<file path="src/sv/gph_pkg.sv">
package gph_pkg;

  // Default sizes of the bin store.
  localparam int DEF_MAX_WIDTH  = 512;
  localparam int DEF_MAX_HEIGHT = 512;
  localparam int DEF_COUNT_BITS = 32;

  // Configuration port.
  localparam int CFG_IDX_W = 3;
  localparam int CFG_DATA_W = 32;

  localparam logic [CFG_IDX_W-1:0] REG_ORIGIN_LAT = 3'd0;
  localparam logic [CFG_IDX_W-1:0] REG_ORIGIN_LON = 3'd1;
  localparam logic [CFG_IDX_W-1:0] REG_LAT_SCALE  = 3'd2;
  localparam logic [CFG_IDX_W-1:0] REG_LON_SCALE  = 3'd3;
  localparam logic [CFG_IDX_W-1:0] REG_GRID_WIDTH = 3'd4;
  localparam logic [CFG_IDX_W-1:0] REG_GRID_HEIGHT = 3'd5;
  localparam logic [CFG_IDX_W-1:0] REG_SEL_MODE   = 3'd6;

  // Item opcodes.
  localparam logic [1:0] OP_COUNT = 2'd0;
  localparam logic [1:0] OP_READ  = 2'd1;
  localparam logic [1:0] OP_CLEAR = 2'd2;

  // Selection modes.
  localparam logic [1:0] MODE_PICKUP  = 2'd0;
  localparam logic [1:0] MODE_DROPOFF = 2'd1;
  localparam logic [1:0] MODE_BOTH    = 2'd2;

  typedef struct packed {
    logic signed [31:0] origin_lat;
    logic signed [31:0] origin_lon;
    logic [31:0]        lat_scale;
    logic [31:0]        lon_scale;
    logic [9:0]         grid_width;
    logic [9:0]         grid_height;
    logic [1:0]         selection_mode;
  } cfg_t;

  localparam cfg_t CFG_RESET = '{
    origin_lat:     32'sd0,
    origin_lon:     32'sd0,
    lat_scale:      32'd0,
    lon_scale:      32'd0,
    grid_width:     10'd512,
    grid_height:    10'd512,
    selection_mode: MODE_BOTH
  };

  typedef struct packed {
    logic [1:0]         opcode;
    logic signed [31:0] pick_lat;
    logic signed [31:0] pickup_lon;
    logic signed [31:0] drop_lat;
    logic signed [31:0] dropoff_lon;
    logic [17:0]        read_index;
  } in_word_t;

  typedef struct packed {
    logic [31:0] max_count;
    logic [31:0] bin_count;
    logic        pickup_counted;
    logic        dropoff_counted;
  } out_word_t;

  typedef enum logic [3:0] {
    ST_INIT,
    ST_IDLE,
    ST_DIFF,
    ST_MUL_LO,
    ST_MUL_HI,
    ST_BIN,
    ST_INDEX,
    ST_READ,
    ST_WRITE,
    ST_RD_BIN,
    ST_CLEAR,
    ST_EMIT
  } state_t;

  // Commands from the controller to the datapath.
  typedef struct packed {
    logic load_item;
    logic pt;         // 0 pickup point, 1 dropoff point
    logic diff_en;
    logic mul_en;
    logic mul_hi;
    logic bin_en;
    logic index_en;
    logic rd_en;
    logic rd_bin;     // read at the item's read index
    logic wr_en;
    logic clr_en;
    logic clr_start;
    logic emit;
  } gph_cmd_t;

  // Status from the datapath to the controller.
  typedef struct packed {
    logic hit;
    logic clr_last;
    logic out_free;
  } gph_stat_t;

endpackage

</file>
<file path="src/sv/gph_regs.sv">
module gph_regs (
  input  logic                           clk,
  input  logic                           rst_n,
  input  logic                           cfg_we,
  input  logic [gph_pkg::CFG_IDX_W-1:0]  cfg_index,
  input  logic [gph_pkg::CFG_DATA_W-1:0] cfg_wdata,
  output gph_pkg::cfg_t                  cfg
);

  gph_pkg::cfg_t cfg_r;
  gph_pkg::cfg_t cfg_nxt;

  always_comb begin
    cfg_nxt = cfg_r;
    if (cfg_we) begin
      case (cfg_index)
        gph_pkg::REG_ORIGIN_LAT:  cfg_nxt.origin_lat = cfg_wdata;
        gph_pkg::REG_ORIGIN_LON:  cfg_nxt.origin_lon = cfg_wdata;
        gph_pkg::REG_LAT_SCALE:   cfg_nxt.lat_scale = cfg_wdata;
        gph_pkg::REG_LON_SCALE:   cfg_nxt.lon_scale = cfg_wdata;
        gph_pkg::REG_GRID_WIDTH:  cfg_nxt.grid_width = cfg_wdata[9:0];
        gph_pkg::REG_GRID_HEIGHT: cfg_nxt.grid_height = cfg_wdata[9:0];
        gph_pkg::REG_SEL_MODE:    cfg_nxt.selection_mode = cfg_wdata[1:0];
        default: ;
      endcase
    end
  end

  always_ff @(posedge clk) begin
    if (!rst_n) begin
      cfg_r <= gph_pkg::CFG_RESET;
    end else begin
      cfg_r <= cfg_nxt;
    end
  end

  assign cfg = cfg_r;

endmodule

</file>
<file path="config.mk">
export PLATFORM = sky130hd
export DESIGN_NAME = gph_regs
export DESIGN_NICKNAME = d
export VERILOG_FILES = /design/src/sv/gph_pkg.sv /design/src/sv/gph_regs.sv
export SDC_FILE = /design/constraint.sdc
export NUM_CORES = 1
export LEC_CHECK = 0
export BUFFER_PORTS_ARGS = -buffer_cell sky130_fd_sc_hd__buf_2
export CELL_PAD_IN_SITES_DETAIL_PLACEMENT = 1
export CELL_PAD_IN_SITES_GLOBAL_PLACEMENT = 2
export CORE_UTILIZATION = 28
export CTS_BUF_LIST = sky130_fd_sc_hd__clkbuf_4 sky130_fd_sc_hd__clkbuf_8
export CTS_CLUSTER_DIAMETER = 40
export CTS_CLUSTER_SIZE = 10
export DETAILED_ROUTE_END_ITERATION = 10
export GPL_TIMING_DRIVEN = 0
export MAX_ROUTING_LAYER = met4
export PLACE_DENSITY_LB_ADDON = 0.3
export SLEW_MARGIN = 20
export SYNTH_ARGS = -nofsm -noshare
export SYNTH_HDL_FRONTEND = slang
export SYNTH_SLANG_ARGS = --single-unit
</file>
<file path="constraint.sdc">
create_clock -name clk -period 1.1 [get_ports clk]
set_clock_uncertainty 0.2 [all_clocks]
set_input_delay 0.055 -clock clk [delete_from_list [all_inputs] [get_ports clk]]
set_output_delay 0.055 -clock clk [all_outputs]
set_load 0.05 [all_outputs]
</file>
Yosys cells after proc, flatten, opt, wreduce, memory -nomap -nowiden
Index checks and enable logic that the tools add are counted.
W data, S select, Z words.
{ "op_classes": {"eq_ne": 6, "reduce_logical": 8} }
{ "op_table": {"columns": ["op", "count"], "rows": [
  ["$reduce_and A2 Y1", 7],
  ["$eq A3 B3 Y1 const B", 3],
  ["$eq A3 B2 Y1 const B", 2],
  ["$eq A3 B1 Y1 const B", 1],
  ["$logic_not A3 Y1", 1]
]} }
{ "word_totals": {"out_inout_bits": 150, "ff_bits": 150, "in_bits": 38} }

Depth between registers and ports, before layout
{ "logic_depth": {"word_depth": 2, "depth_mapped": 4, "ltp_nobuf": 2} }

Least setup slack after synthesis
No wires, ideal clock.
{ "synth_timing": {"path_kind": "input-to-reg", "start": "input cfg_index[0] (netlist name)", "end": "register cfg_r, in the netlist cfg[118]", "required_ps": 828, "cell_stages": 3, "slack_ps": -44, "arrival_time_ps": 872, "path_cell_list": "nor4b_4 -> buf_6 -> mux2i_1"} }
{ "synth_between": {"elab_chain_len": 2} }
{ "synth_rtl": {"columns": ["element", "line_no", "rtl"], "rows": [
  ["from (decl)", "gph_regs.sv:5", "input logic [gph_pkg::CFG_IDX_W-1:0] cfg_index,"],
  ["$logic_not A3 Y1", "gph_regs.sv:16", "case (cfg_index)"],
  ["$reduce_and A2 Y1 (no source line)", null, null],
  ["to (signal assigned)", "gph_regs.sv:31", "cfg_r <= gph_pkg::CFG_RESET;"],
  ["to (signal assigned)", "gph_regs.sv:33", "cfg_r <= cfg_nxt;"],
  ["to (decl)", "gph_regs.sv:10", "gph_pkg::cfg_t cfg_r;"]
]} }
No other way between the ends.
A chain may end at the register's enable or synchronous reset.

Worst setup path after layout
{ "layout_timing": {"start": "register cfg_r, in the netlist cfg[126]", "end": "output cfg[126] (netlist name)"} }
{ "layout_rtl": {"columns": ["element", "line_no", "rtl"], "rows": [
  ["to (decl)", "gph_regs.sv:7", "output gph_pkg::cfg_t cfg"]
]} }
No word-level cell between the ends.

==> flow_results.org <==
** Detailed routing
- In the routed layout, each cell is associated on average with a via count of roughly 4.5.
- Via count :: 4832
- Antenna-violating nets left :: 0
- Drt first-iter violations :: about 150
- For this run, design rule violations remaining after detail routing come to 0.
- Final wirelength :: 20000 µm
- In the final routed layout, each cell accounts on average for roughly 18 µm.
- The pre-antenna-repair detailed-routing pass consisted of 4 iterations.

** Cells and area
- Registers take about 3200 µm².
- At the end of the flow, the number of nets in the layout was 846.
- Share of post-route cells with drive strength above 1 :: 0.527
- Summing all multi-input logic gate instances after layout gives around 2300 µm².
- Fill cells in the final layout number roughly 2100.
- Number of flip-flops in the largest register :: 150
- Compared with the post-synthesis result, the final layout area differs by 73.9%.
- After routing the design area is 9590 µm².
- The top cell types in the final layout, fill and taps aside, are 178 x nand2_1, 150 x mux2i_1, 150 x dfxtp_2.
- The library cell used most frequently in the layout, excluding fill and tap cells, is nand2_1.

** GRT
- Across every metal layer, demand over resource in global routing totals 0.204.
- The first global-routing pass estimated 29900 µm of wire.
- Number of antenna violations at the first check in global routing :: 2
- In the global route stage, met2 resource usage came out at 0.359.
- Met1 usage :: 0.225
- Vias in the first global route :: 5300
- Busiest metal layer after global routing :: met2
- Leftover overflow at the end of global routing :: 0
- Grt met3 use :: 0.0461
- Largest net degree at the start of global routing :: 17

** Floorplan
- The floorplan step defined a die boundary enclosing between 20000 and 25000 µm².
- between 150 and 200 I/O pins were placed.
- The floorplan step set the die width to approximately 140 µm.
- Core area :: approximately 19000 µm²
- In this run the vertical extent of the chip is 142 µm.
- The initial utilization of the core area, before any placement, comes to 0.290.
- The initialized floorplan defines 50 standard-cell rows.

** Power and ir drop
- Of the total power, combinational logic draws 0.124.
- Fraction of power consumed by the clock network :: 0.422
- Total Power :: 12500 µW
- Net switching share of the total power :: 0.263
- Sw power :: ~3300 µW
- Power spread over the standard cell area amounts to ~1300 nW/µm².
- Internal Dissipation :: 9230 µW
- The share of total power dissipated in sequential elements is 0.454.
- Summed over all cells, the static leakage comes to 0.00440 µW.
- VDD sags by at most about 0.00068 V.

** Synth
- The mapped netlist covers about 5500 µm².
- Counting every net in the synthesized netlist gives around 570.
- Post-Syn Instances :: 527
- Distinct cell type count after synthesis :: 14
- Synthesized area per cell :: 10.5 µm²
- During synthesis, Yosys emitted a total of 0 warnings.
- Flops & latches, synth :: 150
- The share of the Yosys chip area taken by registers is 0.545.

** Clocking
- Buffers from clock root to sink, at most :: 2
- Clock Sinks :: 150
- In this run, CTS created clock tree buffers numbering 17.
- TritonCTS built the clock tree.
- The clock reaches the later pin of the worst-skew pair after 0.43 ns.
- The tree is rooted in a clkbuf_8.
- H-Tree Depth :: 4
- CTS clock-pin slew for the worst setup and hold paths :: about 0.090 ns

** Place
- DPL Wire Length :: about 13000 µm
- Summing all placed instances gives a cell area of around 6800 µm².
- During placement, the flow inserted port buffers numbering 186.
- Placer Congestion :: ~0.78

** Timing
- Based on the critical path, the design can be clocked at up to 0.817 GHz.
- After routing, the total negative slack on setup checks comes to -14.95 ns.
- Part of the cycle the worst path needs :: 1.11
- The count of final max-slew check failures was 0.
- The tightest hold path in the finished design has a slack of -0.137 ns.
- Final Hold Vio Count :: 4
- Endpoints failing setup :: ~150
- Min setup slack post-route :: -0.124 ns
- Measured against its own limit, the worst slew margin works out to 0.588.
- Final worst path period need :: 1.22 ns
- Setup repair after global routing could not meet its margin everywhere.
- For the pin with the worst max-slew slack, the measured transition is slightly above 0.6 ns.

** Setup path
- In this run the worst path has a maximum fanout of 2.
- Stages on worst setup path :: 1
- STA classifies the critical path endpoint as an output port.
- The signal on the critical path passes through buf_8.
- Buffers plus inverters on the worst setup path :: 1
- The slowest stage of the critical path is the dfxtp_2 cell.
- On the worst path, the slowest cell contributes a delay of 0.37 ns.
- Measured in cells, the most critical reg-to-reg path has a length of 4.
- STA puts the critical path data required time at 0.84 ns.
- STA classifies the critical path startpoint as a flip-flop.
- For the worst setup path, the data arrival time is roughly 0.97 ns.
- Top delay family on crit path :: flip-flops
- The critical path is of the flip-flop to output port type.

** Run status
- The final reports fail on negative hold slack, negative setup slack.
- The flow ran to the end, but the final reports show violations.

** Job
- Count of maximum capacitance violations :: 0

** Worst hold path
- WHS Path Cells :: 3
- The min-delay analysis places its worst path in the category input port to flip-flop.
==> timing repair <==
item,4_1_cts,5_1_grt
endpoints found under the setup margin,150,181
resized for setup,574,19
hold endpoints to repair,150,7
setup buffers,16,26
cloned,0,0
pin swaps,0,1
hold buffers,34,1
==> synth_stat cells <==
master	instances	area (µm²)
mux2i_1	150	1500
and4bb_1	1	12.5
buf_2	8	40.0
nor4b_4	1	23.8
nand4b_2	1	15.0
buf_4	6	45.0
buf_6	6	67.6
nand2_1	179	672
buf_1	1	3.75
nand4b_1	2	17.5
dfxtp_1	150	3000
clkbuf_1	15	56.3
nand4bb_1	2	22.5
nor2b_1	5	31.3
==> through the flow <==
step           instances   util  worst slack (ns)
2_1_floorplan        527      -           -0.0437
3_3_place_gp         973  0.356            -0.418
3_5_place_dp         973  0.356            -0.458
4_1_cts             1055  0.490            -0.144
5_1_grt             1083  0.504            -0.171
6_report            1083  0.504            -0.124
==> layout make-up <==
cell class	count	share of cell area
clock inverter	14	0.0258
buffer	36	0.0222
timing repair buffer	262	0.319
multi-input combinational	341	0.240
sequential	150	0.333
antenna	2	0.000522
clock buffer	18	0.0258
tap	260	0.0339
==> logic make-up (layout without fill, tap and decap cells) <==
kind of cell / count (synthesis) / after routing / synth area share
AND/OR/NAND/NOR: 191 / 191 / 0.144
multiplexers: 150 / 150 / 0.272
flip-flops: 150 / 150 / 0.545
buffers and inverters: 36 / 330 / 0.0386
other: 0 / 2 / 0
==> power by group through the flow <==
stage	Clock (µW)	Combinational (µW)	Sequential, µW
final	5280	1550	5680
after global routing	5640	1630	5700
after CTS	5370	1510	5680
after detailed placement	0	1180	5740
after global placement	0	1160	5730
after floorplan	0	381	6150
==> layer usage <==
metal	wire length, µm	part of all wire	vias up
li1	-	-	2306
met1	8280	0.41	2380
met2	10500	0.53	121
met3	864	0.043	25
met4	333	0.017	0
met5	0	0	-
==> final timing paths <==
check,start,end,slack [ns]
max,cfg[126],cfg[126],-0.12
min,cfg_we,cfg[53],-0.14
max reg2reg,cfg[124],cfg[124],0.01
min reg2reg,cfg[79],cfg[79],0.28
Note: power is estimated with default switching activity, not from simulation.
