--- src/sv/gph_pkg.sv ---
package gph_pkg;

  // Default sizes of the bin store.
  localparam int DEF_MAX_WIDTH  = 512;
  localparam int DEF_MAX_HEIGHT = 512;
  localparam int DEF_COUNT_BITS = 32;

  // Configuration port.
  localparam int CFG_IDX_W = 3;
  localparam int CFG_DATA_W = 32;

  localparam logic [CFG_IDX_W-1:0] REG_ORIGIN_LAT = 3'd0;
  localparam logic [CFG_IDX_W-1:0] REG_ORIGIN_LON = 3'd1;
  localparam logic [CFG_IDX_W-1:0] REG_LAT_SCALE  = 3'd2;
  localparam logic [CFG_IDX_W-1:0] REG_LON_SCALE  = 3'd3;
  localparam logic [CFG_IDX_W-1:0] REG_GRID_WIDTH = 3'd4;
  localparam logic [CFG_IDX_W-1:0] REG_GRID_HEIGHT = 3'd5;
  localparam logic [CFG_IDX_W-1:0] REG_SEL_MODE   = 3'd6;

  // Item opcodes.
  localparam logic [1:0] OP_COUNT = 2'd0;
  localparam logic [1:0] OP_READ  = 2'd1;
  localparam logic [1:0] OP_CLEAR = 2'd2;

  // Selection modes.
  localparam logic [1:0] MODE_PICKUP  = 2'd0;
  localparam logic [1:0] MODE_DROPOFF = 2'd1;
  localparam logic [1:0] MODE_BOTH    = 2'd2;

  typedef struct packed {
    logic signed [31:0] origin_lat;
    logic signed [31:0] origin_lon;
    logic [31:0]        lat_scale;
    logic [31:0]        lon_scale;
    logic [9:0]         grid_width;
    logic [9:0]         grid_height;
    logic [1:0]         selection_mode;
  } cfg_t;

  localparam cfg_t CFG_RESET = '{
    origin_lat:     32'sd0,
    origin_lon:     32'sd0,
    lat_scale:      32'd0,
    lon_scale:      32'd0,
    grid_width:     10'd512,
    grid_height:    10'd512,
    selection_mode: MODE_BOTH
  };

  typedef struct packed {
    logic [1:0]         opcode;
    logic signed [31:0] pick_lat;
    logic signed [31:0] pickup_lon;
    logic signed [31:0] drop_lat;
    logic signed [31:0] dropoff_lon;
    logic [17:0]        read_index;
  } in_word_t;

  typedef struct packed {
    logic [31:0] max_count;
    logic [31:0] bin_count;
    logic        pickup_counted;
    logic        dropoff_counted;
  } out_word_t;

  typedef enum logic [3:0] {
    ST_INIT,
    ST_IDLE,
    ST_DIFF,
    ST_MUL_LO,
    ST_MUL_HI,
    ST_BIN,
    ST_INDEX,
    ST_READ,
    ST_WRITE,
    ST_RD_BIN,
    ST_CLEAR,
    ST_EMIT
  } state_t;

  // Commands from the controller to the datapath.
  typedef struct packed {
    logic load_item;
    logic pt;         // 0 pickup point, 1 dropoff point
    logic diff_en;
    logic mul_en;
    logic mul_hi;
    logic bin_en;
    logic index_en;
    logic rd_en;
    logic rd_bin;     // read at the item's read index
    logic wr_en;
    logic clr_en;
    logic clr_start;
    logic emit;
  } gph_cmd_t;

  // Status from the datapath to the controller.
  typedef struct packed {
    logic hit;
    logic clr_last;
    logic out_free;
  } gph_stat_t;

endpackage

--- src/sv/gph_ctrl.sv ---
module gph_ctrl (
  input  logic                clk,
  input  logic                rst_n,
  input  logic                in_valid,
  input  logic [1:0]          in_opcode,
  input  logic [1:0]          mode,
  input  gph_pkg::gph_stat_t  stat,
  output logic                in_stall,
  output gph_pkg::gph_cmd_t   cmd
);

  gph_pkg::state_t state_r;
  gph_pkg::state_t state_nxt;
  logic            pt_r;
  logic            pt_nxt;
  logic            do_pick;
  logic            do_drop;

  assign do_pick = (mode == gph_pkg::MODE_PICKUP) || (mode == gph_pkg::MODE_BOTH);
  assign do_drop = (mode == gph_pkg::MODE_DROPOFF) || (mode == gph_pkg::MODE_BOTH);

  always_comb begin
    state_nxt = state_r;
    pt_nxt    = pt_r;
    cmd       = '0;
    cmd.pt    = pt_r;
    in_stall  = 1'b1;
    case (state_r)
      gph_pkg::ST_INIT: begin
        cmd.clr_en = 1'b1;
        if (stat.clr_last) begin
          state_nxt = gph_pkg::ST_IDLE;
        end
      end
      gph_pkg::ST_IDLE: begin
        in_stall = 1'b0;
        if (in_valid) begin
          cmd.load_item = 1'b1;
          case (in_opcode)
            gph_pkg::OP_COUNT: begin
              if (do_pick) begin
                pt_nxt    = 1'b0;
                state_nxt = gph_pkg::ST_DIFF;
              end else if (do_drop) begin
                pt_nxt    = 1'b1;
                state_nxt = gph_pkg::ST_DIFF;
              end else begin
                state_nxt = gph_pkg::ST_EMIT;
              end
            end
            gph_pkg::OP_READ: state_nxt = gph_pkg::ST_RD_BIN;
            gph_pkg::OP_CLEAR: begin
              cmd.clr_start = 1'b1;
              state_nxt     = gph_pkg::ST_CLEAR;
            end
            default: state_nxt = gph_pkg::ST_EMIT;
          endcase
        end
      end
      gph_pkg::ST_DIFF: begin
        cmd.diff_en = 1'b1;
        state_nxt   = gph_pkg::ST_MUL_LO;
      end
      gph_pkg::ST_MUL_LO: begin
        cmd.mul_en = 1'b1;
        state_nxt  = gph_pkg::ST_MUL_HI;
      end
      gph_pkg::ST_MUL_HI: begin
        cmd.mul_en = 1'b1;
        cmd.mul_hi = 1'b1;
        state_nxt  = gph_pkg::ST_BIN;
      end
      gph_pkg::ST_BIN: begin
        cmd.bin_en = 1'b1;
        state_nxt  = gph_pkg::ST_INDEX;
      end
      gph_pkg::ST_INDEX: begin
        cmd.index_en = 1'b1;
        if (stat.hit) begin
          state_nxt = gph_pkg::ST_READ;
        end else if (!pt_r && (mode == gph_pkg::MODE_BOTH)) begin
          pt_nxt    = 1'b1;
          state_nxt = gph_pkg::ST_DIFF;
        end else begin
          state_nxt = gph_pkg::ST_EMIT;
        end
      end
      gph_pkg::ST_READ: begin
        cmd.rd_en = 1'b1;
        state_nxt = gph_pkg::ST_WRITE;
      end
      gph_pkg::ST_WRITE: begin
        cmd.wr_en = 1'b1;
        if (!pt_r && (mode == gph_pkg::MODE_BOTH)) begin
          pt_nxt    = 1'b1;
          state_nxt = gph_pkg::ST_DIFF;
        end else begin
          state_nxt = gph_pkg::ST_EMIT;
        end
      end
      gph_pkg::ST_RD_BIN: begin
        cmd.rd_en  = 1'b1;
        cmd.rd_bin = 1'b1;
        state_nxt  = gph_pkg::ST_EMIT;
      end
      gph_pkg::ST_CLEAR: begin
        cmd.clr_en = 1'b1;
        if (stat.clr_last) begin
          state_nxt = gph_pkg::ST_EMIT;
        end
      end
      gph_pkg::ST_EMIT: begin
        if (stat.out_free) begin
          cmd.emit  = 1'b1;
          state_nxt = gph_pkg::ST_IDLE;
        end
      end
      default: state_nxt = gph_pkg::ST_IDLE;
    endcase
  end

  always_ff @(posedge clk) begin
    if (!rst_n) begin
      state_r <= gph_pkg::ST_INIT;
      pt_r    <= 1'b0;
    end else begin
      state_r <= state_nxt;
      pt_r    <= pt_nxt;
    end
  end

endmodule

--- config.mk ---
export PLATFORM = sky130hd
export DESIGN_NAME = gph_ctrl
export DESIGN_NICKNAME = d
export VERILOG_FILES = /design/src/sv/gph_pkg.sv /design/src/sv/gph_ctrl.sv
export SDC_FILE = /design/constraint.sdc
export NUM_CORES = 1
export LEC_CHECK = 0
export ABC_AREA = 1
export BUFFER_PORTS_ARGS = -buffer_cell sky130_fd_sc_hd__clkbuf_2
export CORE_MARGIN = 2
export CORE_UTILIZATION = 36
export CTS_CLUSTER_SIZE = 40
export DETAILED_ROUTE_END_ITERATION = 10
export SLEW_MARGIN = 20
export SYNTH_ARGS = -nofsm -noshare
export SYNTH_HDL_FRONTEND = slang
export SYNTH_SLANG_ARGS = --single-unit
--- constraint.sdc ---
create_clock -name clk -period 2.3 [get_ports clk]
set_clock_uncertainty 0.05 [all_clocks]
set_input_delay 0.115 -clock clk [delete_from_list [all_inputs] [get_ports clk]]
set_output_delay 0.115 -clock clk [all_outputs]
set_load 0.01 [all_outputs]
### Word level (Yosys, flattened, before mapping)

Index checks and enable logic that the tools add are counted.

* bits in registers: 5
* bits of input ports: 10
* output and inout bits: 14
* logic and storage cells: 71

* eq/ne operators: 22
* muxes and demuxes: 34
* reductions and logical operators: 13

Operator list (number)
* case mux 4 bit (12 select lines): 1
* 2-to-1 mux 4 bit: 8
* 2-to-1 mux 1 bit: 23
* equality test 4 x 3 -> 1 bit (second input constant): 4
* equality test 4 bit (second input constant): 4
* inequality test 2 bit (second input constant): 6
* case mux 4 bit (3 select lines): 1
* equality test 4 x 2 -> 1 bit (second input constant): 2
* OR reduction 2 bit: 3
* AND reduction 5 bit: 1
* equality test 2 x 1 -> 1 bit (second input constant): 2
* equality test 2 bit (second input constant): 2
* equality test 4 x 1 -> 1 bit (second input constant): 1
* logical NOT 2 bit: 2
* logical NOT 4 bit: 1
* AND reduction 4 bit: 1
* inequality test 3 bit (second input constant): 1
* case mux 1 bit (3 select lines): 1
* nonzero test 3 bit: 1
* logical OR 1 bit: 2
* logical AND 1 bit: 1
* logical NOT 1 bit: 1

### Logic depth before layout (Yosys ltp)

* depth in word-level cells: 7
* mapped depth: 10

### Least setup slack after synthesis

Ideal clock, no wire load.

* path type: reg-to-reg
* from: register state_r[2]
* to: register pt_r
* data arrival time: 1.082 ns
* required time: 2.137 ns
* path slack: 1.056 ns
* cell stages (with the launch flop): 8
* period minus slack after synthesis: 1.244 ns
* cells stage by stage: dfxtp_1 > nand2_1 > nor2_4 > nor2_2 > a21oi_2 > nand2_1 > nand2_1 > nor2_1

* word-level cells in the longest chain between the ends: 3

RTL lines
* from (decl): line gph_ctrl.sv:12 `gph_pkg::state_t state_r;`
* from (signal assigned): line gph_ctrl.sv:124 `state_r <= gph_pkg::ST_INIT;`
* from (signal assigned): line gph_ctrl.sv:127 `state_r <= state_nxt;`
* equality test 4 x 1 -> 1 bit (tied with other cells): line gph_ctrl.sv:28 `case (state_r)`
* inequality test 3 bit (no source line) (tied with other cells)
* AND reduction 5 bit (no source line)
* to (signal assigned): line gph_ctrl.sv:128 `pt_r <= pt_nxt;`
* to (decl): line gph_ctrl.sv:14 `logic pt_r;`

Parallel ways exist; a longest one is shown, timed or not.
A chain may end at the register's enable or synchronous reset.

==> key figures <==
Power
  • Pleak: 0.4934 nW
  • Tot Pwr: 729.4 uW
  • Worst IR Drop VDD: 0.4554 mV
  • PwrDens: 944.9 mW/mm2

Floorplan
  • Starting Density: 39.65%
  • Die ar.: 0.002064 mm2
  • Row cnt: 14
  • Die width: 45.44 um
  • Die Y-Extent: 45.44 um
  • Top Ports: 24
  • Placeable core region: 0.001559 mm2

Layout
  • Post-Layout Cell Count: 156
  • Layout area overhead: 24.90%
  • Layout net count: 155
  • Share of cells above drive strength 1: 28.57%
  • Reg area: 100.1 um2
  • Antenna cells: 0
  • # fillers: 188
  • Footprint of the multi-input gates: 424.2 um2

Worst setup path
  • WP data arrival: 1.35 ns
  • Cell family with most CP delay: simple AND/OR/NAND/NOR gates
  • Crit Path Max Fanout: 6
  • Critical path class: reg2out
  • Startpoint Class: flop
  • Slowest cell on crit path: dfxtp_1
  • Critical Path End Type: primary output
  • CP cell instances: nor2_2, inv_2, nor2_4, inv_1, nor2_1, clkbuf_2
  • Max stage delay on crit path: 0.36 ns
  • Worst path bufs/invs: 3
  • Worst Path Required: 2.13 ns

Global route
  • Vias in the first global route: 678
  • Total track usage: 17.63%
  • Largest net degree at the start of global routing: 7
  • First-pass GRT wire length: 2656 um
  • Antenna violations before repair: 0
  • Grt total ovfl: 0

Timing
  • Slew HR: 83.05%
  • Crit path time final: 1.515 ns
  • Final setup violation count: 0
  • Unrepaired setup endpoints after global routing: false
  • Max-slew violations: 0
  • F_max: 660.1 MHz
  • Final Hold Fails: 0
  • Tcrit/Tclk final: 65.87%
  • Setup TNS: 0 ns
  • Worst-Margin Slew: 0.2519 ns
  • Setup ws final: 0.7851 ns

Yosys
  • Share of the synthesized area in the top cell type: 20.04%
  • Area leader, netlist: nand2_1
  • Syn Inst Count: 114
  • Yosys cell types: 19
  • Sequential-to-total area share from yosys stat: 16.19%
  • Area contributors post-synth: nand2_1, dfxtp_1, inv_1
  • Synthesis warning total: 0
  • Synthesized Nets: 128
  • Async S/R FF share, synth: 0%
  • Yosys reg bits: 5
  • Mean Syn Cell Area: 5.422 um2
  • Mapped cell area: 618.1 um2
  • Predominant post-synthesis flop cell: dfxtp_1
  • Commonest cells post-synth: nand2_1, inv_1, nor2_1, nand3_1, a21oi_1
  • Number of flops mapped to enable cells by yosys: 0
  • Top-count cell post-synth: nand2_1

Placement
  • Final GP Congestion: 0.8811
  • Pre-CTS WS: 0.9452 ns
  • HPWL Detailed: 1386 um
  • IO buf count: 23
  • Placed cells: 152

Drt
  • DRC violations left: 0
  • Vias per cell: 4.776
  • Vias: 745
  • Drt pass-1 iters: 6
  • ANT nets after route: 0
  • Routed length per instance: 10.02 um
  • DR iter-0 viols: 11
  • Drt total wl: 1563 um

Clock network
  • TritonCTS Sinks: 5
  • CTS H-tree depth: 1
  • Hold buffers post-CTS: 0
  • Setup Buffers After CTS: 0
  • Later-pin clock latency in the skew report: 0.25 ns
  • PostCTS Resize Cnt: 0
  • TritonCTS clock tree: yes
  • Cell at the root of the clock tree: clkbuf_4
  • Worst-path clk slew: 0.04 ns
  • Total clock buffers created by CTS: 3
  • Clk buf depth: 2

Outcome
  • Status: completed

Hold path
  • Hold Path Class: in2reg

Job
  • Max cap viols: 0
==> final cells by class <==
cell class / instances / share of cell area, %
multi-input cells: 85 / 54.94
repair buffers: 23 / 14.91
flip-flops and latches: 5 / 12.97
inverters: 23 / 11.18
clock buffers: 4 / 3.404
well taps: 16 / 2.593
==> flip-flops by register name, summed over array words and instances, names as in the netlist <==
| signal | count |
|---|---|
| pt_r | 1 |
| state_r | 4 |
==> layer usage <==
metal  share of wire, %  GRT usage, %
met1                 45         20.82
met2                 46         28.45
met3                7.7         6.746
met4               0.90         7.059
met5                  0             0
==> logic make-up after synthesis <==
| logic type | after synthesis | share of synthesized area, % |
|---|---|---|
| adders and majority gates | 4 | 8.097 |
| DFF | 5 | 16.19 |
| AOI/OAI and AO/OA | 12 | 10.53 |
| buffers and inverters | 24 | 15.18 |
| and+or+nand+nor | 69 | 50.00 |
==> cells in the final DEF, fill, tap and decap left out <==
cell,n
clkbuf_1,1
ha_1,4
nor4_1,1
o21ai_0,3
inv_1,19
clkbuf_4,3
a31oi_1,1
nand3b_1,1
dfxtp_1,5
a21oi_2,1
clkbuf_2,23
nor2_2,3
nand3_1,7
nor2_1,17
nand2_1,33
nor2_4,2
o21ai_1,1
nand4_1,1
inv_2,4
nand2_2,4
a21oi_1,6
==> worst register-to-register path, stage by stage (launching register included) <==
cell	delay, ns
dfxtp_1	0.36
nor2_2	0.22
inv_2	0.06
nor2_4	0.15
nand2_2	0.08
nand2_2	0.08
inv_2	0.04
nand2_1	0.04
nand2_1	0.06
a21oi_1	0.14
==> worst paths after layout <==
path         slack, ns        from         end  cells after the start
max               0.79  state_r[2]      cmd[1]                      6
min               0.06       rst_n        pt_r                      3
min reg2reg       0.47        pt_r        pt_r                      2
max reg2reg       0.94  state_r[2]  state_r[1]                      9
==> power breakdown <==
part / leakage (nW) / switching (mW) / total, mW / internal (mW)
clock: 0.0150 / 0.0388 / 0.105 / 0.0658
combinational: 0.438 / 0.300 / 0.468 / 0.168
sequential: 0.0409 / 0.0407 / 0.157 / 0.116
total: 0.493 / 0.380 / 0.729 / 0.350
==> stage by stage <==
step / cell area, um2 / util (%) / hold WS (ns)
floorplan: 618.1 / - / 0.1854
detailed placement: 745.7 / 47.83 / 0.3154
global route: 772.0 / 49.52 / 0.07706
finish: 772.0 / 49.52 / 0.05794
CTS: 772.0 / 49.52 / 0.05106
global placement: 745.7 / 47.83 / 0.3045
Note: power is estimated with default switching activity, not from simulation.
